--- src/hdl/xcr_pkg.sv ---
// Shared types and constants for the XMODEM-CRC receiver.
// Payload structs, phase and job encodings, byte-wise CRC-16 function.
// No dependencies.
package xcr_pkg;

  localparam int unsigned SHORT_PAYLOAD = 128;

  // line control bytes
  localparam logic [7:0] B_SOH = 8'h01;
  localparam logic [7:0] B_STX = 8'h02;
  localparam logic [7:0] B_EOT = 8'h04;
  localparam logic [7:0] B_ACK = 8'h06;
  localparam logic [7:0] B_NAK = 8'h15;
  localparam logic [7:0] B_CAN = 8'h18;
  localparam logic [7:0] B_C   = 8'h43;
  localparam logic [7:0] B_NONE = 8'h00;

  localparam logic [15:0] CRC_POLY = 16'h1021;

  // event kinds
  localparam logic [1:0] EV_START   = 2'd0;
  localparam logic [1:0] EV_BYTE    = 2'd1;
  localparam logic [1:0] EV_TIMEOUT = 2'd2;

  // result kinds
  localparam logic [1:0] RK_TX      = 2'd0;
  localparam logic [1:0] RK_PAYLOAD = 2'd1;
  localparam logic [1:0] RK_VERDICT = 2'd2;
  localparam logic [1:0] RK_FINISH  = 2'd3;

  // verdicts
  localparam logic [1:0] VD_ACCEPT = 2'd0;
  localparam logic [1:0] VD_DUP    = 2'd1;
  localparam logic [1:0] VD_REJECT = 2'd2;

  // finish status
  localparam logic [1:0] FS_COMPLETE = 2'd0;
  localparam logic [1:0] FS_CANCEL   = 2'd1;
  localparam logic [1:0] FS_SYNC     = 2'd2;
  localparam logic [1:0] FS_RETRIES  = 2'd3;

  // action queued for the end of a flush
  localparam logic [1:0] AF_RESUME   = 2'd0;
  localparam logic [1:0] AF_COMPLETE = 2'd1;
  localparam logic [1:0] AF_CANCEL   = 2'd2;
  localparam logic [1:0] AF_ABORT    = 2'd3;

  typedef enum logic [2:0] {
    PH_IDLE,
    PH_HEADER,
    PH_CAN2,
    PH_PACKET,
    PH_FLUSH
  } phase_t;

  typedef enum logic [2:0] {
    J_TX,
    J_PAYLOAD,
    J_VERDICT,
    J_VERDICT_ACK,
    J_ACK_FIN,
    J_CAN_FIN
  } job_kind_t;

  typedef struct packed {
    logic [1:0] event_kind;
    logic [7:0] line_byte;
  } in_item_t;

  typedef struct packed {
    logic [1:0]  result_kind;
    logic [7:0]  out_byte;
    logic [9:0]  payload_offset;
    logic [1:0]  verdict;
    logic [1:0]  finish_status;
    logic [31:0] total_bytes;
    logic        last_result;
  } out_item_t;

  // one input's worth of results, expanded by the back end
  typedef struct packed {
    job_kind_t   kind;
    logic [7:0]  byte_val;
    logic [9:0]  offset;
    logic [1:0]  verdict;
    logic [1:0]  status;
    logic [31:0] total;
  } job_t;

  // index of the last result of a job
  function automatic logic [1:0] job_last_idx(job_kind_t k);
    logic [1:0] n;
    unique case (k)
      J_VERDICT_ACK, J_ACK_FIN: n = 2'd1;
      J_CAN_FIN:                n = 2'd3;
      default:                  n = 2'd0;
    endcase
    return n;
  endfunction

  // CRC-16/XMODEM over one byte, MSB first
  function automatic logic [15:0] crc_byte(logic [15:0] crc, logic [7:0] b);
    logic [15:0] c;
    c = crc ^ {b, 8'h00};
    for (int i = 0; i < 8; i++) begin
      c = c[15] ? ((c << 1) ^ CRC_POLY) : (c << 1);
    end
    return c;
  endfunction

endpackage

--- src/hdl/xmodem_crc_receiver.sv ---
// XMODEM-CRC receiver top level: front end, job queue, result back end.
// Depends on xcr_pkg, xcr_front, xcr_queue, xcr_back.
//
//   channel  direction  handshake            beat
//   in_      input      in_valid/in_ready    one event (start, line byte, timeout)
//   out_     output     out_valid/out_ready  one result (tx byte, payload, verdict, finish)
//   cfg_     input      cfg_wr_en            retry_limit, written at once
//
// An event is taken every cycle while the job queue has room; its state
// update and CRC byte step complete in that cycle. Results leave at one per
// cycle while out_ready is high, passing through the job queue and the back end's output
// register, so events that cause two or four results (verdict with ACK, session end)
// hold in_ready low once the queue of QUEUE_DEPTH jobs fills. Reset is synchronous,
// active low, and returns the block to idle with retry_limit at 16.
module xmodem_crc_receiver #(
  parameter int LONG_PAYLOAD = 1024,
  parameter int QUEUE_DEPTH  = 4
) (
  input  logic               clk,
  input  logic               rst_n,
  input  logic               cfg_wr_en,
  input  logic [6:0]         cfg_wr_data,
  input  logic               in_valid,
  output logic               in_ready,
  input  xcr_pkg::in_item_t  in_data,
  output logic               out_valid,
  input  logic               out_ready,
  output xcr_pkg::out_item_t out_data
);

  xcr_pkg::job_t push_job, head_job;
  logic          push, q_full, head_valid, pop;

  xcr_front #(
    .LONG_PAYLOAD(LONG_PAYLOAD)
  ) u_front (
    .clk        (clk),
    .rst_n      (rst_n),
    .cfg_wr_en  (cfg_wr_en),
    .cfg_wr_data(cfg_wr_data),
    .in_valid   (in_valid),
    .in_ready   (in_ready),
    .in_data    (in_data),
    .q_full     (q_full),
    .job_push   (push),
    .job        (push_job)
  );

  xcr_queue #(
    .DEPTH(QUEUE_DEPTH)
  ) u_queue (
    .clk      (clk),
    .rst_n    (rst_n),
    .push     (push),
    .push_data(push_job),
    .full     (q_full),
    .pop_valid(head_valid),
    .pop      (pop),
    .pop_data (head_job)
  );

  xcr_back u_back (
    .clk      (clk),
    .rst_n    (rst_n),
    .job_valid(head_valid),
    .job      (head_job),
    .job_pop  (pop),
    .out_valid(out_valid),
    .out_ready(out_ready),
    .out_data (out_data)
  );

endmodule

--- src/hdl/xcr_queue.sv ---
// Small job queue between the protocol front end and the result back end.
// Depends on xcr_pkg (job_t).
module xcr_queue #(
  parameter int DEPTH = 4
) (
  input  logic          clk,
  input  logic          rst_n,
  input  logic          push,
  input  xcr_pkg::job_t push_data,
  output logic          full,
  output logic          pop_valid,
  input  logic          pop,
  output xcr_pkg::job_t pop_data
);

  localparam int PW = (DEPTH > 1) ? $clog2(DEPTH) : 1;
  localparam int CW = $clog2(DEPTH + 1);
  localparam logic [PW-1:0] LAST_PTR = PW'(DEPTH - 1);

  xcr_pkg::job_t slots_r [DEPTH];
  logic [PW-1:0] wr_ptr_r, rd_ptr_r;
  logic [CW-1:0] count_r;

  logic do_push, do_pop;

  assign full      = (count_r == CW'(DEPTH));
  assign pop_valid = (count_r != '0);
  assign pop_data  = slots_r[rd_ptr_r];
  assign do_push   = push && !full;
  assign do_pop    = pop && pop_valid;

  always_ff @(posedge clk) begin
    if (do_push) begin
      slots_r[wr_ptr_r] <= push_data;
    end
  end

  always_ff @(posedge clk) begin
    if (!rst_n) begin
      wr_ptr_r <= '0;
      rd_ptr_r <= '0;
      count_r  <= '0;
    end else begin
      if (do_push) begin
        wr_ptr_r <= (wr_ptr_r == LAST_PTR) ? '0 : wr_ptr_r + PW'(1);
      end
      if (do_pop) begin
        rd_ptr_r <= (rd_ptr_r == LAST_PTR) ? '0 : rd_ptr_r + PW'(1);
      end
      if (do_push && !do_pop) begin
        count_r <= count_r + CW'(1);
      end else if (do_pop && !do_push) begin
        count_r <= count_r - CW'(1);
      end
    end
  end

endmodule

--- src/hdl/xcr_front.sv ---
// Protocol front end: takes events, runs the XMODEM-CRC receive state and
// the running CRC, and queues one job per event that yields results.
// Depends on xcr_pkg.
module xcr_front #(
  parameter int LONG_PAYLOAD = 1024
) (
  input  logic             clk,
  input  logic             rst_n,
  input  logic             cfg_wr_en,
  input  logic [6:0]       cfg_wr_data,
  input  logic             in_valid,
  output logic             in_ready,
  input  xcr_pkg::in_item_t in_data,
  input  logic             q_full,
  output logic             job_push,
  output xcr_pkg::job_t    job
);

  localparam logic [10:0] LONG_SZ  = 11'(LONG_PAYLOAD);
  localparam logic [10:0] SHORT_SZ = 11'(xcr_pkg::SHORT_PAYLOAD);

  xcr_pkg::phase_t phase_r, phase_nxt;
  logic [6:0]  retry_limit_r;
  logic [7:0]  expected_seq_r, expected_seq_nxt;
  logic        long_r, long_nxt;
  logic [7:0]  pending_r, pending_nxt;
  logic [6:0]  retries_r, retries_nxt;
  logic [10:0] pos_r, pos_nxt;
  logic [7:0]  got_seq_r, got_seq_nxt;
  logic [7:0]  got_inv_r, got_inv_nxt;
  logic [15:0] crc_r, crc_nxt;
  logic [7:0]  got_crc_hi_r, got_crc_hi_nxt;
  logic [31:0] total_r, total_nxt;
  logic [1:0]  after_r, after_nxt;

  logic accept;
  logic job_vld;

  assign in_ready = !q_full;
  assign accept   = in_valid && in_ready;
  assign job_push = accept && job_vld;

  always_ff @(posedge clk) begin
    if (!rst_n) begin
      retry_limit_r <= 7'd16;
    end else if (cfg_wr_en) begin
      retry_limit_r <= cfg_wr_data;
    end
  end

  always_ff @(posedge clk) begin
    if (!rst_n) begin
      phase_r        <= xcr_pkg::PH_IDLE;
      expected_seq_r <= 8'd1;
      long_r         <= 1'b0;
      pending_r      <= xcr_pkg::B_C;
      retries_r      <= 7'd16;
      pos_r          <= '0;
      got_seq_r      <= '0;
      got_inv_r      <= '0;
      crc_r          <= '0;
      got_crc_hi_r   <= '0;
      total_r        <= '0;
      after_r        <= xcr_pkg::AF_RESUME;
    end else if (accept) begin
      phase_r        <= phase_nxt;
      expected_seq_r <= expected_seq_nxt;
      long_r         <= long_nxt;
      pending_r      <= pending_nxt;
      retries_r      <= retries_nxt;
      pos_r          <= pos_nxt;
      got_seq_r      <= got_seq_nxt;
      got_inv_r      <= got_inv_nxt;
      crc_r          <= crc_nxt;
      got_crc_hi_r   <= got_crc_hi_nxt;
      total_r        <= total_nxt;
      after_r        <= after_nxt;
    end
  end

  always_comb begin
    logic [10:0] size;
    logic [6:0]  ret_dec;
    logic [7:0]  b;
    logic        good;
    logic [7:0]  pend_t;

    phase_nxt        = phase_r;
    expected_seq_nxt = expected_seq_r;
    long_nxt         = long_r;
    pending_nxt      = pending_r;
    retries_nxt      = retries_r;
    pos_nxt          = pos_r;
    got_seq_nxt      = got_seq_r;
    got_inv_nxt      = got_inv_r;
    crc_nxt          = crc_r;
    got_crc_hi_nxt   = got_crc_hi_r;
    total_nxt        = total_r;
    after_nxt        = after_r;
    job_vld          = 1'b0;
    job              = '0;

    b       = in_data.line_byte;
    size    = long_r ? LONG_SZ : SHORT_SZ;
    ret_dec = (retries_r == '0) ? '0 : retries_r - 7'd1;
    good    = (got_seq_r == ~got_inv_r) && (crc_r == {got_crc_hi_r, b});
    pend_t  = (pending_r == xcr_pkg::B_C) ? xcr_pkg::B_C : xcr_pkg::B_NONE;

    unique case (in_data.event_kind)
      xcr_pkg::EV_START: begin
        expected_seq_nxt = 8'd1;
        long_nxt         = 1'b0;
        pending_nxt      = xcr_pkg::B_C;
        retries_nxt      = retry_limit_r;
        pos_nxt          = '0;
        got_seq_nxt      = '0;
        got_inv_nxt      = '0;
        crc_nxt          = '0;
        got_crc_hi_nxt   = '0;
        total_nxt        = '0;
        if (retry_limit_r == '0) begin
          phase_nxt = xcr_pkg::PH_FLUSH;
          after_nxt = xcr_pkg::AF_ABORT;
        end else begin
          phase_nxt    = xcr_pkg::PH_HEADER;
          after_nxt    = xcr_pkg::AF_RESUME;
          job_vld      = 1'b1;
          job.kind     = xcr_pkg::J_TX;
          job.byte_val = xcr_pkg::B_C;
        end
      end

      xcr_pkg::EV_BYTE: begin
        unique case (phase_r)
          xcr_pkg::PH_HEADER, xcr_pkg::PH_CAN2: begin
            // any unrecognised byte opens a packet of the last size
            phase_nxt = xcr_pkg::PH_PACKET;
            pos_nxt   = '0;
            crc_nxt   = '0;
            if (phase_r == xcr_pkg::PH_CAN2) begin
              if (b == xcr_pkg::B_CAN) begin
                phase_nxt = xcr_pkg::PH_FLUSH;
                after_nxt = xcr_pkg::AF_CANCEL;
              end
            end else begin
              priority if (b == xcr_pkg::B_SOH) begin
                long_nxt = 1'b0;
              end else if (b == xcr_pkg::B_STX) begin
                long_nxt = 1'b1;
              end else if (b == xcr_pkg::B_EOT) begin
                phase_nxt = xcr_pkg::PH_FLUSH;
                after_nxt = xcr_pkg::AF_COMPLETE;
              end else if (b == xcr_pkg::B_CAN) begin
                phase_nxt = xcr_pkg::PH_CAN2;
              end else begin
                long_nxt = long_r;
              end
            end
          end

          xcr_pkg::PH_PACKET: begin
            pos_nxt = pos_r + 11'd1;
            priority if (pos_r == 11'd0) begin
              got_seq_nxt = b;
            end else if (pos_r == 11'd1) begin
              got_inv_nxt = b;
            end else if (pos_r < size + 11'd2) begin
              crc_nxt      = xcr_pkg::crc_byte(crc_r, b);
              job_vld      = 1'b1;
              job.kind     = xcr_pkg::J_PAYLOAD;
              job.byte_val = b;
              job.offset   = 10'(pos_r - 11'd2);
            end else if (pos_r == size + 11'd2) begin
              got_crc_hi_nxt = b;
            end else begin
              // low CRC byte: verdict
              pos_nxt = pos_r;
              job_vld = 1'b1;
              if (good && got_seq_r == expected_seq_r) begin
                total_nxt        = total_r + 32'(size);
                expected_seq_nxt = expected_seq_r + 8'd1;
                retries_nxt      = retry_limit_r;
                pending_nxt      = xcr_pkg::B_ACK;
                phase_nxt        = xcr_pkg::PH_HEADER;
                job.kind         = xcr_pkg::J_VERDICT_ACK;
                job.verdict      = xcr_pkg::VD_ACCEPT;
              end else if (good && got_seq_r == expected_seq_r - 8'd1) begin
                pending_nxt = xcr_pkg::B_ACK;
                phase_nxt   = xcr_pkg::PH_HEADER;
                job.kind    = xcr_pkg::J_VERDICT_ACK;
                job.verdict = xcr_pkg::VD_DUP;
              end else if (good) begin
                phase_nxt   = xcr_pkg::PH_FLUSH;
                after_nxt   = xcr_pkg::AF_ABORT;
                job.kind    = xcr_pkg::J_VERDICT;
                job.verdict = xcr_pkg::VD_REJECT;
              end else begin
                retries_nxt = ret_dec;
                pending_nxt = xcr_pkg::B_NAK;
                phase_nxt   = xcr_pkg::PH_FLUSH;
                after_nxt   = (ret_dec == '0) ? xcr_pkg::AF_ABORT : xcr_pkg::AF_RESUME;
                job.kind    = xcr_pkg::J_VERDICT;
                job.verdict = xcr_pkg::VD_REJECT;
              end
            end
          end

          default: ;
        endcase
      end

      xcr_pkg::EV_TIMEOUT: begin
        unique case (phase_r)
          xcr_pkg::PH_HEADER, xcr_pkg::PH_CAN2: begin
            retries_nxt = ret_dec;
            pending_nxt = pend_t;
            if (ret_dec == '0) begin
              phase_nxt = xcr_pkg::PH_FLUSH;
              after_nxt = xcr_pkg::AF_ABORT;
            end else begin
              phase_nxt = xcr_pkg::PH_HEADER;
              if (pend_t != xcr_pkg::B_NONE) begin
                job_vld      = 1'b1;
                job.kind     = xcr_pkg::J_TX;
                job.byte_val = pend_t;
              end
            end
          end

          xcr_pkg::PH_PACKET: begin
            retries_nxt = ret_dec;
            pending_nxt = xcr_pkg::B_NAK;
            phase_nxt   = xcr_pkg::PH_FLUSH;
            after_nxt   = (ret_dec == '0) ? xcr_pkg::AF_ABORT : xcr_pkg::AF_RESUME;
          end

          xcr_pkg::PH_FLUSH: begin
            unique case (after_r)
              xcr_pkg::AF_RESUME: begin
                phase_nxt = xcr_pkg::PH_HEADER;
                if (pending_r != xcr_pkg::B_NONE) begin
                  job_vld      = 1'b1;
                  job.kind     = xcr_pkg::J_TX;
                  job.byte_val = pending_r;
                end
              end
              xcr_pkg::AF_COMPLETE, xcr_pkg::AF_CANCEL: begin
                phase_nxt  = xcr_pkg::PH_IDLE;
                job_vld    = 1'b1;
                job.kind   = xcr_pkg::J_ACK_FIN;
                job.status = (after_r == xcr_pkg::AF_COMPLETE) ?
                             xcr_pkg::FS_COMPLETE : xcr_pkg::FS_CANCEL;
              end
              default: begin
                phase_nxt  = xcr_pkg::PH_IDLE;
                job_vld    = 1'b1;
                job.kind   = xcr_pkg::J_CAN_FIN;
                job.status = (retries_r == '0) ? xcr_pkg::FS_RETRIES : xcr_pkg::FS_SYNC;
              end
            endcase
          end

          default: ;
        endcase
      end

      default: ;
    endcase

    job.total = total_nxt;
  end

endmodule

--- src/hdl/xcr_back.sv ---
// Result back end: pops jobs and expands each into one to four result beats
// held in an output register. Depends on xcr_pkg.
module xcr_back (
  input  logic              clk,
  input  logic              rst_n,
  input  logic              job_valid,
  input  xcr_pkg::job_t     job,
  output logic              job_pop,
  output logic              out_valid,
  input  logic              out_ready,
  output xcr_pkg::out_item_t out_data
);

  xcr_pkg::job_t cur_r;
  logic [1:0]    sub_r;
  logic          busy_r;
  logic          last;
  logic          take;

  assign last      = (sub_r == xcr_pkg::job_last_idx(cur_r.kind));
  assign take      = out_valid && out_ready;
  assign out_valid = busy_r;
  // next job loads as the final beat of the current one leaves
  assign job_pop   = job_valid && (!busy_r || (take && last));

  always_ff @(posedge clk) begin
    if (job_pop) begin
      cur_r <= job;
    end
  end

  always_ff @(posedge clk) begin
    if (!rst_n) begin
      busy_r <= 1'b0;
      sub_r  <= '0;
    end else if (job_pop) begin
      busy_r <= 1'b1;
      sub_r  <= '0;
    end else if (take) begin
      if (last) begin
        busy_r <= 1'b0;
        sub_r  <= '0;
      end else begin
        sub_r <= sub_r + 2'd1;
      end
    end
  end

  always_comb begin
    out_data             = '0;
    out_data.total_bytes = cur_r.total;
    out_data.last_result = last;
    unique case (cur_r.kind)
      xcr_pkg::J_TX: begin
        out_data.result_kind = xcr_pkg::RK_TX;
        out_data.out_byte    = cur_r.byte_val;
      end
      xcr_pkg::J_PAYLOAD: begin
        out_data.result_kind    = xcr_pkg::RK_PAYLOAD;
        out_data.out_byte       = cur_r.byte_val;
        out_data.payload_offset = cur_r.offset;
      end
      xcr_pkg::J_VERDICT: begin
        out_data.result_kind = xcr_pkg::RK_VERDICT;
        out_data.verdict     = cur_r.verdict;
      end
      xcr_pkg::J_VERDICT_ACK: begin
        if (sub_r == 2'd0) begin
          out_data.result_kind = xcr_pkg::RK_VERDICT;
          out_data.verdict     = cur_r.verdict;
        end else begin
          out_data.result_kind = xcr_pkg::RK_TX;
          out_data.out_byte    = xcr_pkg::B_ACK;
        end
      end
      xcr_pkg::J_ACK_FIN: begin
        if (sub_r == 2'd0) begin
          out_data.result_kind = xcr_pkg::RK_TX;
          out_data.out_byte    = xcr_pkg::B_ACK;
        end else begin
          out_data.result_kind   = xcr_pkg::RK_FINISH;
          out_data.finish_status = cur_r.status;
        end
      end
      xcr_pkg::J_CAN_FIN: begin
        if (sub_r != 2'd3) begin
          out_data.result_kind = xcr_pkg::RK_TX;
          out_data.out_byte    = xcr_pkg::B_CAN;
        end else begin
          out_data.result_kind   = xcr_pkg::RK_FINISH;
          out_data.finish_status = cur_r.status;
        end
      end
      default: ;
    endcase
  end

endmodule

--- config.mk ---
export PLATFORM = sky130hd
export DESIGN_NAME = xmodem_crc_receiver
export DESIGN_NICKNAME = d
export VERILOG_FILES = /design/src/hdl/xcr_pkg.sv /design/src/hdl/xmodem_crc_receiver.sv /design/src/hdl/xcr_queue.sv /design/src/hdl/xcr_front.sv /design/src/hdl/xcr_back.sv
export SDC_FILE = /design/constraint.sdc
export NUM_CORES = 1
export LEC_CHECK = 0
export ABC_AREA = 1
export BUFFER_PORTS_ARGS = -buffer_cell sky130_fd_sc_hd__buf_2
export CAP_MARGIN = 20
export CORE_UTILIZATION = 60
export DETAILED_ROUTE_END_ITERATION = 8
export PLACE_DENSITY = 0.78
export SLEW_MARGIN = 20
export SYNTH_ARGS = -nofsm -noshare
export SYNTH_HDL_FRONTEND = slang
export SYNTH_HIERARCHICAL = 1
export SYNTH_SLANG_ARGS = --single-unit
--- constraint.sdc ---
create_clock -name clk -period 6.3 [get_ports clk]
set_input_delay 0.63 -clock clk [delete_from_list [all_inputs] [get_ports clk]]
set_output_delay 0.63 -clock clk [all_outputs]
set_load 0.005 [all_outputs]
==> flow_summary_export.csv, run 1 <==
group,metric,value,unit
outcome,status,"complete, no violations",
synthesis,netlist_instances,2297,
critical_path,cp_data_arrival_time,4.08,ns
clock_tree,clkSinkCount,413,
clock_tree,cts.repair.resized,0,
timing,final_period_minus_worst_setup_slack,3.91,ns
layout,final.fill_count,2567,
clock_tree,clk_pin_slew,0.06,ns
timing,post_route_clock_skew,0.0144,ns
clock_tree,postCtsSetupBuffers,0,
synthesis,post_synth_mux_area_share,0,%
timing,worst_slew_pin_slew,1.19,ns
place,placement.setup.worst_slack,1.83,ns
die,io_pins,81,
clock_tree,cts_buffer_depth,3,
critical_path,crit-reg2reg-launch,"u_front/phase_r[1]",
synthesis,postSynth.asyncResetShare,0,%
layout,area.growth.synth_to_final,8.68,%
power_and_ir_drop,p_int,5.37,mW
synthesis,synth_compound_area_share,11.3,%
critical_path,endpoint_of_the_lowest_slack_register_to_register_path,"u_queue/slots_r[2][16]",
layout,multi_input_comb_area,0.00752,mm2
routing,drt.antenna.violating_nets,0,
clock_tree,tritoncts,"yes",
grt,total_congestion_overflow_after_global_routing,0,
synthesis,ys.flop_type,"edfxtp_1",
power_and_ir_drop,comb_pwr_share,23.9,%
synthesis,synthesis.area_per_instance,8.88,um2
grt,grt_use_total,28.2,%
die,floorplan.rows,67,
min_path,min_path_cells,3,
grt,wire_length_of_the_first_global_routing_pass,78.0,mm
layout,regArea,0.0111,mm2
die,placeableCoreArea,0.0334,mm2
power_and_ir_drop,cellPowerDensity,357,mW/mm2
clock_tree,worst_skew_pair.late_latency,0.54,ns
timing,timing.final.max_slew_violations,0,
timing,maxSlewHeadroom,20.1,%
place,globalplace.congestion,0.942,
critical_path,reg2reg_depth,11,
grt,initial_antenna_violation_count,0,
synthesis,synth-adder-area-share,1.94,%
die,design.die.area,0.0347,mm2
synthesis,yosys.cell_types.count,54,
timing,rsz0062_at_grt,"false",
synthesis,synth-edff-count,285,
synthesis,synthesis.nets,2350,
place,hpwl_detailed,33.3,mm
critical_path,type_of_destination_of_the_critical_path,"register",
routing,via_per_inst,5.72,
critical_path,rrSetupSlack,2.53,ns
clock_tree,postCtsHoldBufs,0,
power_and_ir_drop,p_seq_share,45.1,%
power_and_ir_drop,clkPwrFrac,31.0,%
critical_path,worstPathMaxFanout,57,
critical_path,timing.setup.critical_path_class,"in2reg",
timing,clock.fmax,0.256,GHz
grt,largest_net_degree_at_the_start_of_global_routing,91,
power_and_ir_drop,p_leak,9.14,nW
clock_tree,cts.htree.levels,2,
timing,period_utilisation_layout,62.1,%
clock_tree,cts_buffers,42,
synthesis,simple_logic_cell_fraction_of_the_synthesized_area,21.7,%
place,io_buffer_count,80,
routing,via_count,16002,
layout,antennaDiodeCount,0,
critical_path,critical_path.startpoint_type,"input port",
min_path,timing.hold.worst.start,"cfg_wr_data[4]",
routing,drt-pass1-iter-count,8,
die,effective_utilization_at_floorplan,61.0,%
timing,fin_hold_viols,0,
critical_path,cpMaxStageDelayCell,"buf_4",
critical_path,path_cells,"buf_2 > inv_1 > ha_1 > buf_4 > nand2_4 > inv_2 > nand2_2 > inv_1 > o21ai_0 > a41oi_1 > nand2_1 > nor2_4 > buf_4",
timing,fin_tns_setup,0,ns
power_and_ir_drop,switching_share,32.2,%
layout,nets_final,2371,
synthesis,yosys_warnings,6,
critical_path,worst_path_dominant_cell_family,"buffers and inverters",
critical_path,cp.required,6.47,ns
routing,detail_route.wirelength,49.2,mm
die,die_width,186,um
synthesis,synth-seq-cells,413,
synthesis,syn_area,0.0204,mm2
layout,final_layout_size_suffix_gt1_share,12.0,%
clock_tree,clock_tree.root_cell,"clkbuf_16",
synthesis,main_combinational_cell_family_by_area_after_synthesis,"simple AND/OR/NAND/NOR gates",
grt,number_of_global_route_vias_before_repair,15253,
routing,detail_route.drc_violations,0,
flow_run,max_cap_violations,0,
critical_path,critical_path_buffers_and_inverters,6,
critical_path,longest_individual_stage_delay_on_the_worst_path,0.66,ns
timing,finalWorstSetupSlack,2.39,ns
power_and_ir_drop,max-vdd-ir-drop,289,uV
min_path,min-delay-path-class,"in2reg",
layout,postLayoutCoreUtil,66.3,%
synthesis,synth_seq_area_share,54.5,%
die,fp.dieH,186,um
timing,fin_worst_hold_slack,0.320,ns
routing,route.detailed.wl_per_inst,17.6,um
timing,final-setup-viol-count,0,
routing,initialDrtViolationCount,1305,
power_and_ir_drop,p_switching,2.55,mW
min_path,whs_endpoint,"u_front/retry_limit_r[4]",
synthesis,synth_xor_area_share,1.76,%
-- state kept, by name (all words and copies together) (netlist names), 8 cells and up, named ones only --
name	flops
u_back/cur_r	25
u_front/pos_r	11
u_front/total_r	32
u_back/out_data	32
u_front/got_inv_r	8
u_front/got_crc_hi_r	8
u_queue/slots_r	228
u_front/expected_seq_r	8
u_front/got_seq_r	8
u_front/crc_r	16
-- cell families after synthesis --
kind of cell,after synthesis
AO/OA/AOI/OAI,418
XOR/XNOR,41
adder cells (fa/ha/maj),31
buffers and inverters,396
flip-flops,413
AND/OR/NAND/NOR,998
-- tightest hold or removal path, cell delays in order --
cell and delay, ns:
buf_2 0.08, a21oi_1 0.05, o21ai_0 0.06
-- stage by stage --
step	instances	instance area (um2)	power, mW
after floorplan	2297	20400	5.07
after global placement	2722	20800	5.42
after detailed placement	2722	20800	5.49
after CTS	2800	22200	7.94
after global routing	2800	22200	8.31
final	2800	22200	7.92
-- power by group through the flow --
stage	combinational, mW	sequential, mW	clock [mW]
finish	1.89	3.57	2.46
global route	2.12	3.60	2.59
CTS	1.89	3.57	2.49
detailed placement	1.87	3.62	0
global placement	1.81	3.61	0
floorplan	1.52	3.55	0
-- layout by cell type (no fill, tap or decap), types with 20 or more instances in the layout --
cell type	Yosys	routed
dfxtp_1	128	127
xor2_1	25	25
inv_1	250	249
nand2_1	420	420
a21oi_1	123	123
o21ai_0	182	182
nand4_1	32	32
edfxtp_1	285	285
ha_1	30	30
clkbuf_16	0	43
nor2_2	20	20
nor3_1	28	28
nand2_2	21	21
buf_2	16	80
nand3_1	108	108
nor2_1	321	317
o22ai_1	59	59
inv_2	23	24
-- area by class of cell --
cell class,instances,area share (%)
clock buffer,59,5.49
clock inverter,19,0.773
inverter,276,4.70
multi-input combinational,1488,33.9
sequential,413,50.2
tap,448,2.53
timing repair buffer,97,2.38
-- how the worst max path moves through the flow --
stage                     startpoint                      to  slack (ns)  depth (start not counted)
final                     in_data[9]  u_queue/slots_r[2][16]        2.39                         13
after global routing      in_data[9]      u_queue/count_r[2]        2.09                         21
after CTS                 in_data[9]  u_queue/slots_r[2][15]        2.38                         13
after detailed placement  in_data[9]  u_queue/slots_r[2][11]        1.83                         13
after global placement    in_data[9]  u_queue/slots_r[2][11]        1.89                         13
after floorplan           in_data[9]   u_queue/slots_r[0][0]        1.59                         11
-- cells in the mapped netlist, types with 21 or more instances --
cell type,instances,area [um2]
clkbuf_1,42,158
xor2_1,25,219
a21oi_1,123,616
nand3_1,108,541
nor3_1,28,140
nand4_1,32,200
edfxtp_1,285,8560
dfxtp_1,128,2560
nand2_1,420,1580
inv_1,250,938
nor2_1,321,1200
o21ai_0,182,911
nand2_2,21,131
ha_1,30,375
inv_2,23,86.3
o22ai_1,59,369
buf_4,48,360
-- per-layer routing --
| metal | routed length [um] | track usage, % | share of wire [%] |
|---|---|---|---|
| met1 | 20200 | 36.3 | 41 |
| met4 | 1390 | 10.6 | 2.8 |
| met3 | 3450 | 3.86 | 7.0 |
| met5 | 0 | 0 | 0 |
| met2 | 24100 | 48.7 | 49 |
Note: power is estimated with default switching activity, not from simulation.
==> inputs of run 2 (changes only) <==
- ABC_AREA: 1 -> 0
- CORE_UTILIZATION: 60 -> 56
- PLACE_DENSITY: 0.78 -> 0.76
- clock period: 6.3 -> 3.4 ns (I/O delays scaled with it)
==> flow_summary_export.csv, run 2 <==
group,metric,value,unit
outcome,status,"complete, no violations",
clock_tree,worst_skew_pair.late_latency,0.55,ns
clock_tree,cts_buffer_depth,3,
power_and_ir_drop,switching_share,25.4,%
timing,post_route_clock_skew,0.0234,ns
clock_tree,cts.htree.levels,2,
routing,via_count,12611,
synthesis,netlist_instances,1526,
power_and_ir_drop,p_int,9.59,mW
timing,fin_hold_viols,0,
min_path,min-delay-path-class,"in2reg",
synthesis,synthesis.nets,1579,
routing,initialDrtViolationCount,1181,
layout,antennaDiodeCount,0,
synthesis,synth_seq_area_share,58.2,%
place,hpwl_detailed,28.0,mm
power_and_ir_drop,p_leak,7.52,nW
timing,final_period_minus_worst_setup_slack,3.27,ns
timing,fin_tns_setup,0,ns
layout,max_reg_flops,228,
routing,drt.antenna.violating_nets,0,
die,effective_utilization_at_floorplan,57.0,%
clock_tree,tritoncts,"yes",
critical_path,crit-reg2reg-launch,"u_front/retries_r[0]",
die,design.die.area,0.0349,mm2
layout,final_layout_size_suffix_gt1_share,20.5,%
critical_path,critical_path.startpoint_type,"register",
clock_tree,clk_pin_slew,0.06,ns
synthesis,synth-seq-cells,413,
power_and_ir_drop,comb_pwr_share,14.6,%
clock_tree,clkSinkCount,413,
grt,total_congestion_overflow_after_global_routing,0,
die,floorplan.rows,67,
power_and_ir_drop,max-vdd-ir-drop,450,uV
timing,final-setup-viol-count,0,
routing,drt-pass1-iter-count,5,
timing,worst_slew_pin_slew,1.11,ns
layout,nets_final,1655,
critical_path,critical_path_launch_point,"u_front/retries_r[0]",
die,placeableCoreArea,0.0335,mm2
critical_path,worstPathMaxFanout,2,
routing,via_per_inst,6.05,
timing,period_utilisation_layout,96.1,%
synthesis,synth-edff-count,285,
place,io_buffer_count,80,
synthesis,yosys_warnings,6,
routing,route.detailed.wl_per_inst,20.3,um
critical_path,type_of_destination_of_the_critical_path,"register",
timing,clock.fmax,0.306,GHz
grt,grt_use_total,24.3,%
flow_run,max_cap_violations,0,
routing,detail_route.wirelength,42.3,mm
synthesis,biggest_area_consumer_among_synthesized_cells,"edfxtp_1",
timing,fin_worst_hold_slack,0.0383,ns
critical_path,cp.required,3.88,ns
power_and_ir_drop,p_seq_share,47.3,%
critical_path,timing.setup.critical_path_class,"reg2reg",
synthesis,netlist.area_leader.share,44.8,%
synthesis,yosys.cell_types.count,90,
die,die_width,187,um
power_and_ir_drop,cellPowerDensity,596,mW/mm2
grt,number_of_global_route_vias_before_repair,12250,
timing,finalWorstSetupSlack,0.134,ns
timing,timing.final.max_slew_violations,0,
timing,rsz0062_at_grt,"false",
grt,wire_length_of_the_first_global_routing_pass,66.7,mm
place,placement.setup.worst_slack,-0.0956,ns
clock_tree,clock_tree.root_cell,"clkbuf_16",
critical_path,cp_data_arrival_time,3.74,ns
layout,max_flop_register,"u_queue/slots_r",
layout,area.growth.synth_to_final,13.0,%
min_path,timing.hold.worst.start,"cfg_wr_data[6]",
power_and_ir_drop,p_switching,3.27,mW
synthesis,synthesis.area_per_instance,12.5,um2
die,io_pins,81,
synthesis,syn_area,0.0191,mm2
synthesis,postSynth.asyncResetShare,0,%
power_and_ir_drop,clkPwrFrac,38.1,%
timing,maxSlewHeadroom,25.0,%
place,globalplace.congestion,0.934,
die,fp.dieH,187,um
clock_tree,cts_buffers,42,
layout,layout_common_cells,"285 x edfxtp_1, 125 x dfxtp_1, 113 x nand2_1, 107 x nor2_1, 80 x buf_2",
layout,mostFrequentLayoutCell,"edfxtp_1",
routing,detail_route.drc_violations,0,
synthesis,synthTopCellsByArea,"edfxtp_1 45%, dfxtp_1 13%, mux4_2 6.7%",
grt,initial_antenna_violation_count,1,
synthesis,ys.flop_type,"edfxtp_1",
grt,largest_net_degree_at_the_start_of_global_routing,63,
synthesis,synth_most_common_cell,"edfxtp_1",
layout,postLayoutCoreUtil,64.4,%
synthesis,ys_top_cells_by_count,"285 x edfxtp_1, 128 x dfxtp_1, 113 x nand2_1, 107 x nor2_1, 72 x nand3_1",
[run 2: cell count changes after synthesis, moves of 57 or more]
cell     previous run  this run
nor2_1            321       107
o21ai_0           182        31
a21oi_1           123        51
mux4_2              0        57
inv_1             250        29
nand2_1           420       113
[run 2: repair_timing]
item                                    4_1_cts  5_1_grt
hold buffers                                  0        0
cloned                                        0        0
endpoints found under the setup margin        1        1
pin swaps                                     2        6
gates resized for setup                       5       10
setup buffers                                 1        0
[run 2: power groups by stage]
stage | Combinational (mW) | Sequential (mW) | Clock [mW]
after floorplan | 1.46 | 6.09 | 0
after global placement | 1.81 | 6.17 | 0
after detailed placement | 1.85 | 6.18 | 0
after CTS | 1.88 | 6.08 | 4.98
after global routing | 2.04 | 6.13 | 5.17
final | 1.88 | 6.08 | 4.91
[run 2: cells by family after synthesis]
| logic type | Yosys count | share of synthesized area, % |
|---|---|---|
| AO/OA/AOI/OAI | 225 | 8.07 |
| XOR/XNOR | 83 | 3.80 |
| adder cells (fa/ha/maj) | 31 | 2.07 |
| buffers and inverters | 144 | 4.02 |
| flip-flops | 413 | 58.2 |
| multiplexers | 105 | 9.25 |
| AND/OR/NAND/NOR | 525 | 14.6 |
[run 2: path summary, 6_finish.rpt]
kind                                    to  slack, ns  depth (start not counted)
setup / recovery        u_queue/count_r[2]       0.13                         14
hold / removal    u_front/retry_limit_r[6]       0.04                          3
setup reg to reg        u_queue/count_r[2]       0.13                         14
hold reg to reg         u_front/total_r[3]       0.46                          1
[run 2: area by class of cell]
type / count / area [um2]
Fill cell: 2438 / 11900
Sequential cell: 413 / 11100
Multi-Input combinational cell: 969 / 7290
Clock buffer: 53 / 1180
Timing Repair Buffer: 145 / 1000
Tap cell: 448 / 561
Clock inverter: 24 / 320
Inverter: 31 / 116
[run 2: routing by layer]
metal  global-route usage, %  part of all wire (%)
met5                       0                     0
met4                    7.25                   2.2
met3                    3.72                   6.6
met2                    40.0                    48
met1                    33.5                    43
[run 2: through the flow]
stage	std cells	instance area, um2	total power, mW
2_1_floorplan	1526	19100	7.55
3_3_place_gp	2005	20000	7.98
3_5_place_dp	2005	20000	8.03
4_1_cts	2083	21600	12.9
5_1_grt	2083	21600	13.3
6_report	2083	21600	12.9
[run 2: critical path: stages, from the launching register on]
cell      delay, ns
dfxtp_1        0.32
inv_2          0.06
ha_2           0.17
or3b_4         0.38
a311o_1        0.31
nand4_2        0.13
a41oi_2        0.13
a21oi_2        0.20
nor2b_4        0.20
ha_2           0.20
inv_1          0.06
fa_2           0.33
xor2_1         0.18
or3_4          0.40
a21boi_2       0.15
==> inputs of run 3 (changes only) <==
- BUFFER_PORTS_ARGS: -buffer_cell sky130_fd_sc_hd__buf_2 -> default
- CORE_UTILIZATION: 56 -> 60
- CTS_BUF_LIST: default -> sky130_fd_sc_hd__clkbuf_4
- DONT_BUFFER_PORTS: default -> 1
- PLACE_DENSITY: 0.76 -> 0.79
==> flow_summary_export.csv, run 3 (synthesized netlist as in run 2, its figures left out) <==
group,metric,value,unit
outcome,status,"complete, no violations",
routing,initialDrtViolationCount,1143,
clock_tree,cts_buffers,100,
layout,layoutNonFillerInstCount,2077,
critical_path,timing.setup.critical_path_class,"reg2reg",
timing,clock.fmax,0.308,GHz
timing,final-setup-viol-count,0,
layout,layout_common_cells,"285 x edfxtp_1, 159 x clkbuf_4, 126 x dfxtp_1, 113 x nand2_1, 107 x nor2_1",
place,hpwl_detailed,26.7,mm
critical_path,cp.required,4.07,ns
die,placeableCoreArea,0.0310,mm2
layout,postLayoutCoreUtil,68.1,%
timing,maxSlewHeadroom,37.9,%
power_and_ir_drop,cellPowerDensity,559,mW/mm2
power_and_ir_drop,p_leak,7.27,nW
grt,wire_length_of_the_first_global_routing_pass,65.6,mm
routing,drt.antenna.violating_nets,0,
die,effective_utilization_at_floorplan,61.7,%
clock_tree,clock_tree.root_cell,"clkbuf_4",
clock_tree,tritoncts,"yes",
power_and_ir_drop,max-vdd-ir-drop,439,uV
place,io_buffer_count,0,
die,floorplan.rows,64,
critical_path,rrSetupSlack,0.16,ns
timing,final_period_minus_worst_setup_slack,3.24,ns
routing,detail_route.drc_violations,0,
grt,total_congestion_overflow_after_global_routing,0,
timing,worst_slew_pin_slew,0.931,ns
routing,via_per_inst,6.08,
timing,period_utilisation_layout,95.4,%
flow_run,max_cap_violations,0,
layout,final_layout_size_suffix_gt1_share,19.8,%
critical_path,critical_path.startpoint_type,"register",
place,dp_cells,1860,
layout,area.growth.synth_to_final,10.4,%
timing,fin_hold_viols,0,
clock_tree,postCtsSetupBuffers,0,
clock_tree,clk_pin_slew,0.07,ns
die,fp.dieH,180,um
layout,max_flop_register,"u_queue/slots_r",
die,io_pins,81,
clock_tree,worst_skew_pair.late_latency,0.78,ns
timing,post_route_clock_skew,0.0796,ns
timing,timing.final.max_slew_violations,0,
critical_path,cp_data_arrival_time,3.92,ns
layout,max_reg_flops,228,
critical_path,worstPathMaxFanout,2,
routing,via_count,12633,
routing,route.detailed.wl_per_inst,19.9,um
layout,nets_final,1647,
routing,detail_route.wirelength,41.3,mm
die,design.die.area,0.0326,mm2
critical_path,type_of_destination_of_the_critical_path,"register",
grt,grt_use_total,25.6,%
min_path,min-delay-path-class,"in2reg",
clock_tree,cts.htree.levels,3,
clock_tree,cts_buffer_depth,3,
layout,mostFrequentLayoutCell,"edfxtp_1",
grt,initial_antenna_violation_count,4,
place,globalplace.congestion,0.929,
die,die_width,180,um
timing,fin_worst_hold_slack,0.0683,ns
clock_tree,clkSinkCount,413,
grt,largest_net_degree_at_the_start_of_global_routing,59,
grt,number_of_global_route_vias_before_repair,12365,
routing,drt-pass1-iter-count,5,
## run 3: cell types whose count changed in the layout (fill, tap and decap cells not counted), sizes merged, moves of 4 or more
| cell | delta |
|---|---|
| clkinv | +11 |
| dlygate4sd3 | +27 |
| bufinv | -6 |
| diode | +4 |
| clkbuf | +106 |
| buf | -93 |
## run 3: what timing repair did
item | in CTS | in global routing
endpoints found under the setup margin | 1 | 1
hold endpoints to repair | 120 | 0
pin swaps | 0 | 4
hold buffers | 28 | 0
resized for setup | 2 | 5
## run 3: area by class of cell
cell class | instances | area [um2]
inverter | 31 | 116
multi-input combinational | 969 | 7280
antenna | 4 | 10.0
clock inverter | 26 | 134
sequential | 413 | 11100
clock buffer | 159 | 1190
timing repair buffer | 79 | 743
fill | 2143 | 9890
tap | 396 | 495
## run 3: where the power goes
group          switching (mW)  internal [mW]
Combinational           0.966          0.635
Sequential              0.241           5.87
Clock                    1.94           2.14
## run 3: final timing paths
kind,from,to,cells after the start
setup / recovery,u_front/retries_r[1],u_queue/count_r[2],14
hold / removal,in_data[7],u_front/crc_r[7],4
setup reg to reg,u_front/retries_r[1],u_queue/count_r[2],14
hold reg to reg,u_front/total_r[3],u_front/total_r[3],1
## run 3: metrics by stage
step	instance area (um2)	total power, mW	setup TNS, ns	setup slack [ns]
2_1_floorplan	19100	7.55	0	0.0106
3_3_place_gp	19400	7.72	0	0.0285
3_5_place_dp	19400	7.77	-0.00434	-0.00434
4_1_cts	21100	11.9	0	0.00375
5_1_grt	21100	12.4	-0.0129	-0.0129
6_report	21100	11.8	0	0.156
## run 3: critical path, stage by stage, from the launching register on
cell and delay, ns:
dfxtp_1 0.31, inv_1 0.07, ha_2 0.17, or3b_2 0.46, a311o_1 0.31, nand4_2 0.12, a41oi_2 0.14, a21oi_2 0.15
nor2b_4 0.18, ha_2 0.19, inv_1 0.05, fa_1 0.38, xor2_1 0.18, or3_1 0.31, a21boi_1 0.12
## run 3: layer usage
layer	wire [um]	GRT usage (%)	share of wire, %	vias up
li1	-	-	-	5923
met1	17800	34.9	43	6122
met2	19600	40.7	48	517
met3	3060	5.78	7.4	69
met4	841	8.89	2.0	2
met5	11	0	0.027	-
